`src/sv/square_matrix_multiply_macros.svh`:
```
// ----------------------------------------------------------------------------
// Square matrix multiply assertion macros
// Concurrent assertion wrappers; empty when SYNTH is defined.
// ----------------------------------------------------------------------------
`ifndef SQUARE_MATRIX_MULTIPLY_MACROS_SVH
`define SQUARE_MATRIX_MULTIPLY_MACROS_SVH

`ifndef SYNTH

`define SMM_ASSERT_NEXT(lbl, clk, rst_n, ante, cons) \
    lbl: assert property (@(posedge clk) disable iff (!(rst_n)) (ante) |=> (cons)) \
        else $error("square_matrix_multiply: assertion failed");

`define SMM_ASSERT_NOW(lbl, clk, rst_n, ante, cons) \
    lbl: assert property (@(posedge clk) disable iff (!(rst_n)) (ante) |-> (cons)) \
        else $error("square_matrix_multiply: assertion failed");

`else

`define SMM_ASSERT_NEXT(lbl, clk, rst_n, ante, cons)

`define SMM_ASSERT_NOW(lbl, clk, rst_n, ante, cons)

`endif

`endif

```
`src/sv/smm_pkg.sv`:
```
`timescale 1ns / 1ps
// ----------------------------------------------------------------------------
// Square matrix multiply package
// Field widths, action codes, result limits and controller/datapath structs.
// ----------------------------------------------------------------------------
package smm_pkg;

    localparam int ACTION_W    = 2;
    localparam int FIELD_IDX_W = 4;
    localparam int VALUE_W     = 16;
    localparam int PROD_W      = 35;
    localparam int SIZE_W      = 5;
    localparam int ACC_W       = 36;

    localparam logic [ACTION_W-1:0] ACT_LOAD_A  = 2'd0;
    localparam logic [ACTION_W-1:0] ACT_LOAD_B  = 2'd1;
    localparam logic [ACTION_W-1:0] ACT_COMPUTE = 2'd2;

    localparam logic [SIZE_W-1:0] SIZE_RESET = 5'd16;

    localparam logic signed [ACC_W-1:0] PROD_MAX = 36'sd17179869183;
    localparam logic signed [ACC_W-1:0] PROD_MIN = -36'sd17179869184;

    typedef struct packed {
        logic              load_a;
        logic              load_b;
        logic              start;
        logic              rd_en;
        logic [SIZE_W-1:0] k;
        logic              emit;
        logic [SIZE_W-1:0] col;
        logic              last;
    } t_dp_cmd;

    typedef struct packed {
        logic out_free;
    } t_dp_sts;

endpackage

```
`src/sv/smm_ctrl.sv`:
```
`timescale 1ns / 1ps
// ----------------------------------------------------------------------------
// Square matrix multiply controller
// Holds the size register and sequences load, MAC, drain and emit phases.
// ----------------------------------------------------------------------------
module smm_ctrl #(
    parameter int MAX_SIZE = 16
) (
    input  logic                             i_clk,
    input  logic                             i_rst_n,
    input  logic                             i_cfg_we,
    input  logic [smm_pkg::SIZE_W-1:0]       i_cfg_wdata,
    input  logic                             i_valid,
    input  logic [smm_pkg::ACTION_W-1:0]     i_action,
    input  logic [smm_pkg::FIELD_IDX_W-1:0]  i_row,
    output logic                             o_ready,
    input  smm_pkg::t_dp_sts                 i_sts,
    output smm_pkg::t_dp_cmd                 o_cmd
);
    import smm_pkg::*;

    typedef enum logic [3:0] {
        S_IDLE  = 4'b0001,
        S_MAC   = 4'b0010,
        S_DRAIN = 4'b0100,
        S_EMIT  = 4'b1000
    } t_state;

    localparam logic [SIZE_W-1:0] DRAIN_LAST = SIZE_W'(1);

    t_state            r_state, n_state;
    logic [SIZE_W-1:0] r_size;
    logic [SIZE_W-1:0] r_cnt, n_cnt;
    logic [SIZE_W-1:0] w_n;
    logic [SIZE_W-1:0] w_n_last;
    logic              w_accept;

    always_comb begin
        w_n = r_size;
        if (r_size == '0) begin
            w_n = SIZE_W'(1);
        end else if (int'(r_size) > MAX_SIZE) begin
            w_n = SIZE_W'(MAX_SIZE);
        end
    end

    assign w_n_last = w_n - SIZE_W'(1);
    assign o_ready  = (r_state == S_IDLE);
    assign w_accept = i_valid && o_ready;

    always_comb begin
        n_state = r_state;
        n_cnt   = r_cnt;
        o_cmd   = '0;
        case (r_state)
            S_IDLE: begin
                if (w_accept) begin
                    o_cmd.load_a = (i_action == ACT_LOAD_A);
                    o_cmd.load_b = (i_action == ACT_LOAD_B);
                    if ((i_action == ACT_COMPUTE) && ({1'b0, i_row} < w_n)) begin
                        o_cmd.start = 1'b1;
                        n_cnt       = '0;
                        n_state     = S_MAC;
                    end
                end
            end
            S_MAC: begin
                o_cmd.rd_en = 1'b1;
                o_cmd.k     = r_cnt;
                if (r_cnt == w_n_last) begin
                    n_cnt   = '0;
                    n_state = S_DRAIN;
                end else begin
                    n_cnt = r_cnt + SIZE_W'(1);
                end
            end
            S_DRAIN: begin
                if (r_cnt == DRAIN_LAST) begin
                    n_cnt   = '0;
                    n_state = S_EMIT;
                end else begin
                    n_cnt = r_cnt + SIZE_W'(1);
                end
            end
            S_EMIT: begin
                if (i_sts.out_free) begin
                    o_cmd.emit = 1'b1;
                    o_cmd.col  = r_cnt;
                    o_cmd.last = (r_cnt == w_n_last);
                    if (r_cnt == w_n_last) begin
                        n_cnt   = '0;
                        n_state = S_IDLE;
                    end else begin
                        n_cnt = r_cnt + SIZE_W'(1);
                    end
                end
            end
            default: begin
                n_state = S_IDLE;
                n_cnt   = '0;
            end
        endcase
    end

    always_ff @(posedge i_clk) begin
        if (!i_rst_n) begin
            r_state <= S_IDLE;
            r_cnt   <= '0;
            r_size  <= SIZE_RESET;
        end else begin
            r_state <= n_state;
            r_cnt   <= n_cnt;
            if (i_cfg_we) begin
                r_size <= i_cfg_wdata;
            end
        end
    end

endmodule

```
`config.mk`:
```
export PLATFORM = sky130hd
export DESIGN_NAME = smm_ctrl
export DESIGN_NICKNAME = d
export VERILOG_FILES = /design/src/sv/square_matrix_multiply_macros.svh /design/src/sv/smm_pkg.sv /design/src/sv/smm_ctrl.sv
export SDC_FILE = /design/constraint.sdc
export NUM_CORES = 1
export LEC_CHECK = 0
export BUFFER_PORTS_ARGS = -buffer_cell sky130_fd_sc_hd__buf_2
export CAP_MARGIN = 40
export CORE_MARGIN = 5
export CORE_UTILIZATION = 54
export DETAILED_ROUTE_END_ITERATION = 12
export GPL_TIMING_DRIVEN = 1
export PLACE_DENSITY = 0.83
export SLEW_MARGIN = 30
export SYNTH_ARGS = -nofsm -noshare
export SYNTH_HDL_FRONTEND = slang
export SYNTH_SLANG_ARGS = --single-unit
```
`constraint.sdc`:
```
create_clock -name i_clk -period 5.1 [get_ports i_clk]
set_input_delay 0.255 -clock i_clk [delete_from_list [all_inputs] [get_ports i_clk]]
set_output_delay 0.255 -clock i_clk [all_outputs]
set_load 0.02 [all_outputs]
```
Word-level counts from Yosys, hierarchy flattened
Cells that the tools add are included.
W data, S select, Z words.
Word-level totals
  register bits: 14
  latch bits: 0
  memory bits (writable): 0
  bits in read-only memories: 0
  input port bits: 16
  logic and storage cells: 48
  memories: 0
Cells by class
  add/sub/neg operators: 2
  $mul: 0
  divide/modulo/power cells: 0
  magnitude comparators: 2
  eq/ne operators: 14
  shift operators: 0
  mux-type cells: 21
  bitwise gates (word level): 0
  reductions and logical operators: 6
Operators by type and width (count)
  $mux W5: 7
  $mux W4: 6
  $pmux W5 S4: 1
  $pmux W4 S4: 1
  $mux W7: 2
  $ne A2 B2 Y1 const B: 4
  $mux W3: 2
  $mux W6: 1
  $reduce_and A6 Y1: 1
  $add A5 B1 Y5 const B: 1
  $eq A5 B1 Y1 const B: 1
  $eq A5 B5 Y1: 1
  $gt A5 B5 Y1 const B: 1
  $logic_not A5 Y1: 1
  $lt A4 B5 Y1: 1
  $sub A5 B1 Y5 const B: 1
  $eq A4 B1 Y1 const B: 1
  $eq A4 B2 Y1 const B: 1
  $eq A4 B3 Y1 const B: 1
  $eq A4 B4 Y1 const B: 1
  $ne A2 B1 Y1 const B: 2
  $reduce_and A3 Y1: 1
  $eq A2 B1 Y1 const B: 1
  $eq A2 B2 Y1 const B: 1
  3 further kinds: 4

Depth between registers and ports, before layout
Gate-level depths: netlist of run 1.
  depth in word-level cells: 8
  mapped depth: 9

Worst setup path before layout of run 1
Ideal clock, no wire load.
  kind: flip-flop to output port
  from: register r_state[3]
  to: output o_cmd[10] (netlist name)
  arrival: 1.888 ns
  data required time: 4.845 ns
  setup slack: 2.957 ns
  stages on the path, launching flop included: 4
  buffers on the path: 1
  cell sequence: dfxtp_1 > buf_2 > nor4b_1 > and2_1
RTL lines
  start, declared: line smm_ctrl.sv:31  | t_state r_state, n_state;
  start signal, assigned: line smm_ctrl.sv:111  | r_state <= n_state;
  end, declared: line smm_ctrl.sv:18  | output smm_pkg::t_dp_cmd o_cmd

==> summary.md, run 1 <==
| Metric | Value |
|---|---|
| Outcome | complete, no violations |
| Critical path startpoint category | flop |
| Yosys top cell area share | 25.45% |
| GRT Overall Usage | 19.33% |
| Count of flip-flops with a built-in enable after synthesis | 0 |
| Antenna fix cells | 0 |
| Die X | 55.16 um |
| Ordered cell list for the critical path | inv_1, o21ai_1, ha_1, mux2i_1, xor2_1, nand4_2, nor2_1, buf_2 |
| Clock buffer depth | 2 |
| Sum of net half-perimeters after detailed placement | just over 2000 um |
| Number of warning messages in the yosys log | 0 |
| Setup TNS after final layout | 0 ns |
| Number of synthesized register bits | 14 |
| Count of vias placed by the detailed router | 1115 |
| Post-Route Hold Slack | 0.1945 ns |
| Number of top-level pins | 33 |
| Final number of hold-violating endpoints | 0 |
| Asr flop ratio synth | 0% |
| Tightest slew margin relative to the limit | approximately 57% |
| Antenna violations before repair | 0 |
| Proportion of layout cells with a drive suffix above 1 | about a quarter |
| Instance count of the mapped netlist | 135 |
| Core Region | around 2000 um^2 |
| Unrepaired setup endpoints after global routing | false |
| Source-to-sink clock delay at the later pin of the worst-skew pair | approximately 0.29 ns |
| Power Dens Cells | approximately 190 nW/um^2 |
| First-pass GRT wire length | 4291 um |
| Routability congestion estimate | 0.8802 |
| Grt ovf | 0 |
| # Max-Cap Violations | 0 |
| TritonCTS clock tree | built |
| Final setup skew | about 0.0086 ns |
| Total setup buffers inserted after CTS | 0 |
| Final nets | 188 |
| Crit path max-delay cell type | sky130_fd_sc_hd__dfxtp_1 |
| WL met2 | around 1300 um |
| Leading cell type by number of instances after synthesis | sky130_fd_sc_hd__dfxtp_1 |
| Initial standard-cell utilization of the core | a little under three fifths |
| Hold Buf Count CTS | 0 |
| Synth cell types | 43 |
| # clock sinks | 14 |
| Commonest cells post-synth | 14 x sky130_fd_sc_hd__dfxtp_1, 9 x sky130_fd_sc_hd__and2_1, 8 x sky130_fd_sc_hd__o21ai_0 |
| Gates resized, CTS repair | 0 |
| Critical path required time | 4.85 ns |
| CTS Buf Count | 3 |
| Dominant synthesized flop cell | sky130_fd_sc_hd__dfxtp_1 |
| Avg WL per Cell | 13.79 um |
| Synth-to-layout area growth | 18.64% |
| Standard-cell row count | 16 |
| Shortest period the worst path allows | about 2.6 ns |
| DRC violation total after the first TritonRoute iteration | 31 |
| Type of the worst setup path | reg2out |
| Clock tree root buffer cell | sky130_fd_sc_hd__clkbuf_4 |
| Period utilization | 50.56% |
| Biggest area consumer among synthesized cells | sky130_fd_sc_hd__dfxtp_1 |
| Uppermost signal routing layer after detailed routing | met4 |
| Syn Std Cell Area | 1101 um^2 |
| Total wire length after detailed routing | 2648 um |
| Final slew viol count | 0 |
| Final design instance area without fill | 1306 um^2 |
| DRC violation count after routing | 0 |
| Number of port buffers | 32 |
| Maximum VDD drop | 0.1762 mV |
| Die area | 3042 um^2 |
| Crit path arrival time | approximately 2.3 ns |
| Largest net degree at the start of global routing | 19 |
| Total nets after synthesis | 157 |
| Maximum cell stage delay along the critical path | 0.48 ns |
| Critical path peak fanout | 8 |
| Most area-consuming cells after synthesis | sky130_fd_sc_hd__dfxtp_1 25%, sky130_fd_sc_hd__ha_1 6.8%, sky130_fd_sc_hd__mux2i_1 6.4%, sky130_fd_sc_hd__and2_1 5.1%, sky130_fd_sc_hd__o21ai_0 3.6% |
| Clock-pin slew on the worst setup and hold paths | 0.08 ns |
| DP Area | 1265 um^2 |
| M1 WL | 1106 um |
| Y dimension of the die | 55.16 um |
| Part of the Yosys area used for sequential elements | 25.45% |
| Worst-margin pin slew | approximately 0.64 ns |
| Via density | 5.807 |
| Post-detailed-route count of antenna-violating nets | 0 |
| H-tree depth | 1 |
| Fmax | 387.8 MHz |
| Via count of the first global-routing pass | 999 |
| Leakage power summed over all cells | 0.0005873 uW |
| Final setup viols | 0 |
| Final Util | 66.58% |
| Worst min path class | in2reg |
| Critical path capture point type | output pin |
| Total met3 wirelength after detailed routing | 202 um |
| Mean area per synthesized cell | 8.156 um^2 |
| 1st-pass router iterations | 5 |
==> kinds of logic (layout without fill, tap and decap cells) <==
family	after synthesis	in the layout	share of synthesized area, %
simple gates	57	57	30.68
buf+inv	13	43	4.772
flops	14	14	25.45
compound gates	30	30	19.55
xor+xnor	8	8	6.363
mux	7	7	6.364
fa+ha+maj	6	6	6.818
==> power breakdown <==
part / switching, uW / internal [uW]
Clock: 39.4 / 43.5
Combinational: 25.0 / 20.4
Sequential: 4.97 / 113
Total: 69.4 / 176
==> layout make-up <==
class	instances	area [um^2]
multi-input cells	108	768.2
repair buffers	33	165.2
clock buffers	4	36.28
fillers	174	655.6
inverters	6	22.52
well taps	27	33.78
flip-flops and latches	14	280.3
==> flip-flops by register name (all words and copies together) (netlist names) <==
register  flops
r_cnt         5
r_size        5
r_state       4
==> critical path, delay by kind of cell (launching register included) <==
| kind | cells | cell delay (ns) |
|---|---|---|
| compound gates | 1 | 0.19 |
| xor+xnor | 1 | 0.21 |
| fa+ha+maj | 1 | 0.27 |
| buf+inv | 2 | 0.31 |
| flops | 1 | 0.48 |
| mux | 1 | 0.24 |
| simple gates | 2 | 0.35 |
==> layout by cell type, fill, tap and decap left out, drive strengths merged, types with 2 or more instances in the layout <==
| master | Yosys | layout |
|---|---|---|
| a22o | 2 | 2 |
| a31o | 2 | 2 |
| and2 | 9 | 9 |
| buf | 3 | 32 |
| clkbuf | 4 | 5 |
| dfxtp | 14 | 14 |
| ha | 6 | 6 |
| inv | 6 | 6 |
| mux2i | 7 | 7 |
| nand2 | 6 | 6 |
| nand3 | 6 | 6 |
| nand4 | 2 | 2 |
| nor2 | 7 | 7 |
| nor2b | 6 | 6 |
| nor3 | 6 | 6 |
| nor3b | 2 | 2 |
| nor4b | 3 | 3 |
| o21a | 3 | 3 |
| o21ai | 11 | 11 |
| o311ai | 2 | 2 |
| or2 | 2 | 2 |
| or3b | 2 | 2 |
| xnor2 | 4 | 4 |
| xor2 | 4 | 4 |
==> path summary, 6_finish.rpt <==
check / startpoint / to / slack (ns) / cells past startpoint
worst max-delay path: r_size[4] / o_cmd[0] / 2.52 / 8
worst min-delay path: i_cfg_wdata[4] / r_size[4] / 0.19 / 3
worst max register to register: r_size[4] / r_cnt[4] / 2.80 / 9
worst min register to register: r_size[0] / r_size[0] / 0.57 / 2
==> layer usage <==
| metal | vias to the layer above | global-route usage [%] |
|---|---|---|
| met3 | 4 | 5.094 |
| met5 | - | 0 |
| met4 | 0 | 4.049 |
| met2 | 44 | 34.65 |
| li1 | 553 | - |
| met1 | 514 | 22.96 |
==> stage by stage <==
stage	setup WS (ns)	total power (uW)	std cells
finish	2.522	245.8	192
global route	2.406	256.7	192
CTS	2.545	245.5	191
detailed placement	2.819	165.1	187
global placement	2.894	163.3	187
floorplan	2.957	151.1	135
No activity file was read; power rests on OpenSTA's default activity.
==> run 2: changes to the inputs <==
--- a/config.mk
+++ b/config.mk
@@ -5,13 +5,14 @@
 export SDC_FILE = /design/constraint.sdc
 export NUM_CORES = 1
 export LEC_CHECK = 0
+export ABC_AREA = 1
 export BUFFER_PORTS_ARGS = -buffer_cell sky130_fd_sc_hd__buf_2
 export CAP_MARGIN = 40
 export CORE_MARGIN = 5
-export CORE_UTILIZATION = 54
+export CORE_UTILIZATION = 51
 export DETAILED_ROUTE_END_ITERATION = 12
 export GPL_TIMING_DRIVEN = 1
-export PLACE_DENSITY = 0.83
+export PLACE_DENSITY = 0.78
 export SLEW_MARGIN = 30
 export SYNTH_ARGS = -nofsm -noshare
 export SYNTH_HDL_FRONTEND = slang
==> constraint.sdc (replaced) <==
create_clock -name i_clk -period 2.6 [get_ports i_clk]
set_input_delay 0.13 -clock i_clk [delete_from_list [all_inputs] [get_ports i_clk]]
set_output_delay 0.13 -clock i_clk [all_outputs]
set_load 0.02 [all_outputs]
==> run 2 against run 1 <==
Effect of this change:
- clock power rose by 51%
- global-route usage fell by 0.82 points
- hold slack got worse by 0.13 ns
==> summary.md, run 2 <==
| Metric | Value |
|---|---|
| Cell depth of the worst flop-to-flop path | 17 (was 9) |
| Power Dens Cells | 640.9 nW/um^2 (was 188.2 nW/um^2) |
| Number of synthesized register bits | 14 (unchanged) |
| Synth-to-layout area growth | 17.72% (was 18.64%) |
| TritonCTS clock tree | built (unchanged) |
| Largest delay share family, worst path | simple AND/OR/NAND/NOR gates (was flip-flops) |
| Worst path bufs/invs | 3 (was 2) |
| Most area-consuming cells after synthesis | sky130_fd_sc_hd__dfxtp_1 24%, sky130_fd_sc_hd__nand2_1 10%, sky130_fd_sc_hd__nor2_1 10%, sky130_fd_sc_hd__inv_1 8.4%, sky130_fd_sc_hd__ha_1 6.4% (was sky130_fd_sc_hd__dfxtp_1 25%, sky130_fd_sc_hd__ha_1 6.8%, sky130_fd_sc_hd__mux2i_1 6.4%, sky130_fd_sc_hd__and2_1 5.1%, sky130_fd_sc_hd__o21ai_0 3.6%) |
| First-pass GRT wire length | 4988 um (was 4291 um) |
| Critical path startpoint category | flop (unchanged) |
| Crit path depth | 15 (was 8) |
| Die area | 3340 um^2 (was 3042 um^2) |
| Maximum VDD drop | 0.4826 mV (was 0.1762 mV) |
| Setup TNS after final layout | 0 ns (unchanged) |
| Most frequent cells in the layout | 32 x sky130_fd_sc_hd__nor2_1, 32 x sky130_fd_sc_hd__nand2_1, 32 x sky130_fd_sc_hd__buf_2 (was 32 x sky130_fd_sc_hd__buf_2, 14 x sky130_fd_sc_hd__dfxtp_1, 9 x sky130_fd_sc_hd__and2_1) |
| Outcome | complete, no violations (unchanged) |
| Commonest cells post-synth | 32 x sky130_fd_sc_hd__nand2_1, 32 x sky130_fd_sc_hd__nor2_1, 26 x sky130_fd_sc_hd__inv_1 (was 14 x sky130_fd_sc_hd__dfxtp_1, 9 x sky130_fd_sc_hd__and2_1, 8 x sky130_fd_sc_hd__o21ai_0) |
| Ordered cell list for the critical path | nor2_2, nand3_2, nand2_2, inv_2, ha_1, inv_1, nand2_1, nand2_1, nand2_1, a21oi_2, nand2_2, nor2_4, nand2_4, nor2_1, buf_2 (was inv_1, o21ai_1, ha_1, mux2i_1, xor2_1, nand4_2, nor2_1, buf_2) |
| Most repeated library cell on the critical path | sky130_fd_sc_hd__nand2_1 |
| Largest net degree at the start of global routing | 11 (was 19) |
| Routability congestion estimate | 0.8667 (was 0.8802) |
| Setup slack, reg-to-reg | 0.47 ns (was 2.80 ns) |
| Count of flip-flops with a built-in enable after synthesis | 0 (unchanged) |
| Avg WL per Cell | 11.88 um (was 13.79 um) |
| Critical path required time | 2.47 ns (was 4.85 ns) |
| Total setup buffers inserted after CTS | 0 (unchanged) |
| 1st-pass router iterations | 4 (was 5) |
| Gates resized, CTS repair | 0 (unchanged) |
| Initial standard-cell utilization of the core | 53.17% (was 56.12%) |
| Period utilization | 91.79% |
| Total wire length after detailed routing | 2852 um (was 2648 um) |
| Syn Std Cell Area | 1165 um^2 (was 1101 um^2) |
| Y dimension of the die | 57.79 um (was 55.16 um) |
| Count of vias placed by the detailed router | 1211 (was 1115) |
| Worst min path class | in2reg (unchanged) |
| Via count of the first global-routing pass | 1158 (was 999) |
| R2r endpoint | r_state[3] (was r_cnt[4]) |
| Proportion of layout cells with a drive suffix above 1 | 28.77% (was 26.06%) |
| Hold Buf Count CTS | 0 (unchanged) |
| Sum of net half-perimeters after detailed placement | 2363 um (was 2043 um) |
| Capturing instance or port of the critical path | o_cmd[0] (unchanged) |
| H-tree depth | 1 (unchanged) |
| CP Launch Point | r_size[0] (was r_size[4]) |
| Fill cell total of the finished layout | 200 (was 174) |
| Die X | 57.79 um (was 55.16 um) |
| Clock-pin slew on the worst setup and hold paths | 0.09 ns (was 0.08 ns) |
| Post-Route Hold Slack | 0.06643 ns (was 0.1945 ns) |
| Core Region | 2191 um^2 (was 1962 um^2) |
| Cell Count Post-Placement | 237 (was 187) |
| Antenna fix cells | 0 (unchanged) |
| Maximum cell stage delay along the critical path | 0.34 ns (was 0.48 ns) |
| Post-detailed-route count of antenna-violating nets | 0 (unchanged) |
| Shortest period the worst path allows | 2.387 ns |
| DRC violation total after the first TritonRoute iteration | 38 (was 31) |
| Crit path arrival time | 2.26 ns (was 2.32 ns) |
| Critical path peak fanout | 5 (was 8) |
| Final slew viol count | 0 (unchanged) |
| Clock buffer depth | 2 (unchanged) |
| Critical path capture point type | output pin (unchanged) |
| Tightest slew margin relative to the limit | 65.43% (was 56.84%) |
| Number of top-level pins | 33 (unchanged) |
| Final setup skew | 0.004777 ns (was 0.008594 ns) |
| Worst r2r src | r_size[0] (was r_size[4]) |
| Number of port buffers | 32 (unchanged) |
| Worst-margin pin slew | 0.5145 ns (was 0.6425 ns) |
| Mean area per synthesized cell | 6.544 um^2 (was 8.156 um^2) |
| Antenna violations before repair | 0 (unchanged) |
| Leakage power summed over all cells | 0.0007702 uW (was 0.0005873 uW) |
| Clock tree root buffer cell | sky130_fd_sc_hd__clkbuf_4 (unchanged) |
| Yosys top cell area share | 24.06% (was 25.45%) |
| Instance count of the mapped netlist | 178 (was 135) |
| Fmax | 419.0 MHz |
| Part of the Yosys area used for sequential elements | 24.06% (was 25.45%) |
| Total nets after synthesis | 200 (was 157) |
| # Max-Cap Violations | 0 (unchanged) |
| GRT Overall Usage | 18.51% (was 19.33%) |
| Number of warning messages in the yosys log | 0 (unchanged) |
| Via density | 5.046 (was 5.807) |
| CTS Buf Count | 3 (unchanged) |
| Type of the worst setup path | reg2out (unchanged) |
| DRC violation count after routing | 0 (unchanged) |
| Layout Cells excl Fill | 240 (was 192) |
| Source-to-sink clock delay at the later pin of the worst-skew pair | 0.28 ns (was 0.29 ns) |
| Grt ovf | 0 (unchanged) |
| Asr flop ratio synth | 0% (unchanged) |
| Leading registers by flop count | r_cnt: 5 flops, r_size: 5 flops, r_state: 4 flops (unchanged) |
| Unrepaired setup endpoints after global routing | false (unchanged) |
| Biggest area consumer among synthesized cells | sky130_fd_sc_hd__dfxtp_1 (unchanged) |
| Final nets | 236 (was 188) |
| Crit path max-delay cell type | sky130_fd_sc_hd__dfxtp_1 (unchanged) |
| Final number of hold-violating endpoints | 0 (unchanged) |
| # clock sinks | 14 (unchanged) |
| Dominant synthesized flop cell | sky130_fd_sc_hd__dfxtp_1 (unchanged) |
| Final setup viols | 0 (unchanged) |
| Standard-cell row count | 17 (was 16) |
| Synth cell types | 30 (was 43) |
## run 2: how the worst min path moves through the flow
stage                         from         to  slack [ns]  cells past startpoint
floorplan                 i_cfg_we  r_size[4]        0.24                      1
global placement    i_cfg_wdata[0]  r_size[0]        0.35                      3
detailed placement  i_cfg_wdata[4]  r_size[4]        0.36                      3
CTS                 i_cfg_wdata[0]  r_size[0]        0.07                      3
global route        i_cfg_wdata[1]  r_size[1]        0.08                      3
finish              i_cfg_wdata[1]  r_size[1]        0.07                      3
## run 2: metrics by stage
stage | total power (uW) | setup WS [ns] | util, % | area, um^2
global placement | 737.4 | 0.5422 | 61.56 | 1349
floorplan | 651.8 | 0.6893 | - | 1165
detailed placement | 751.7 | 0.5057 | 61.56 | 1349
finish | 878.9 | 0.2134 | 62.59 | 1371
CTS | 877.6 | 0.1982 | 62.59 | 1371
global route | 954.4 | 0.009154 | 62.59 | 1371
## run 2: cells by family after synthesis
kind of cell | Yosys count | share of synthesized area (%)
AOI/OAI and AO/OA | 21 | 10.74
xor gates and xnor gates | 4 | 3.008
adders and majority gates | 6 | 6.445
buffers and inverters | 32 | 10.95
DFF | 14 | 24.06
and+or+nand+nor | 101 | 44.79
## run 2: report_power, final
group          total [uW]  leakage [uW]  switching [uW]  internal (uW)
registers             301      0.000116            45.5            256
clock network         125     0.0000138            71.3           53.7
logic                 453      0.000641             290            163
total                 879      0.000770             407            472
## run 2: metal layers
layer	global-route usage (%)	part of all wire (%)	vias up
met3	6.013	7.8	2
li1	-	-	635
met1	23.23	43	539
met2	30.00	48	35
met4	5.629	0.49	0
met5	0	0	-
## run 2: final cells by class
class                   instances  area (um^2)  area share (%)
multi-input cells             132        757.0           55.20
flip-flops and latches         14        280.3           20.44
well taps                      28        35.03           2.555
repair buffers                 32        160.2           11.68
clock buffers                   3        22.52           1.642
inverters                      31        116.4           8.485
## run 2: worst min-delay path, stage by stage
cell and delay (ns):
sky130_fd_sc_hd__buf_2 0.08, sky130_fd_sc_hd__nor2_1 0.03, sky130_fd_sc_hd__nor2_1 0.08
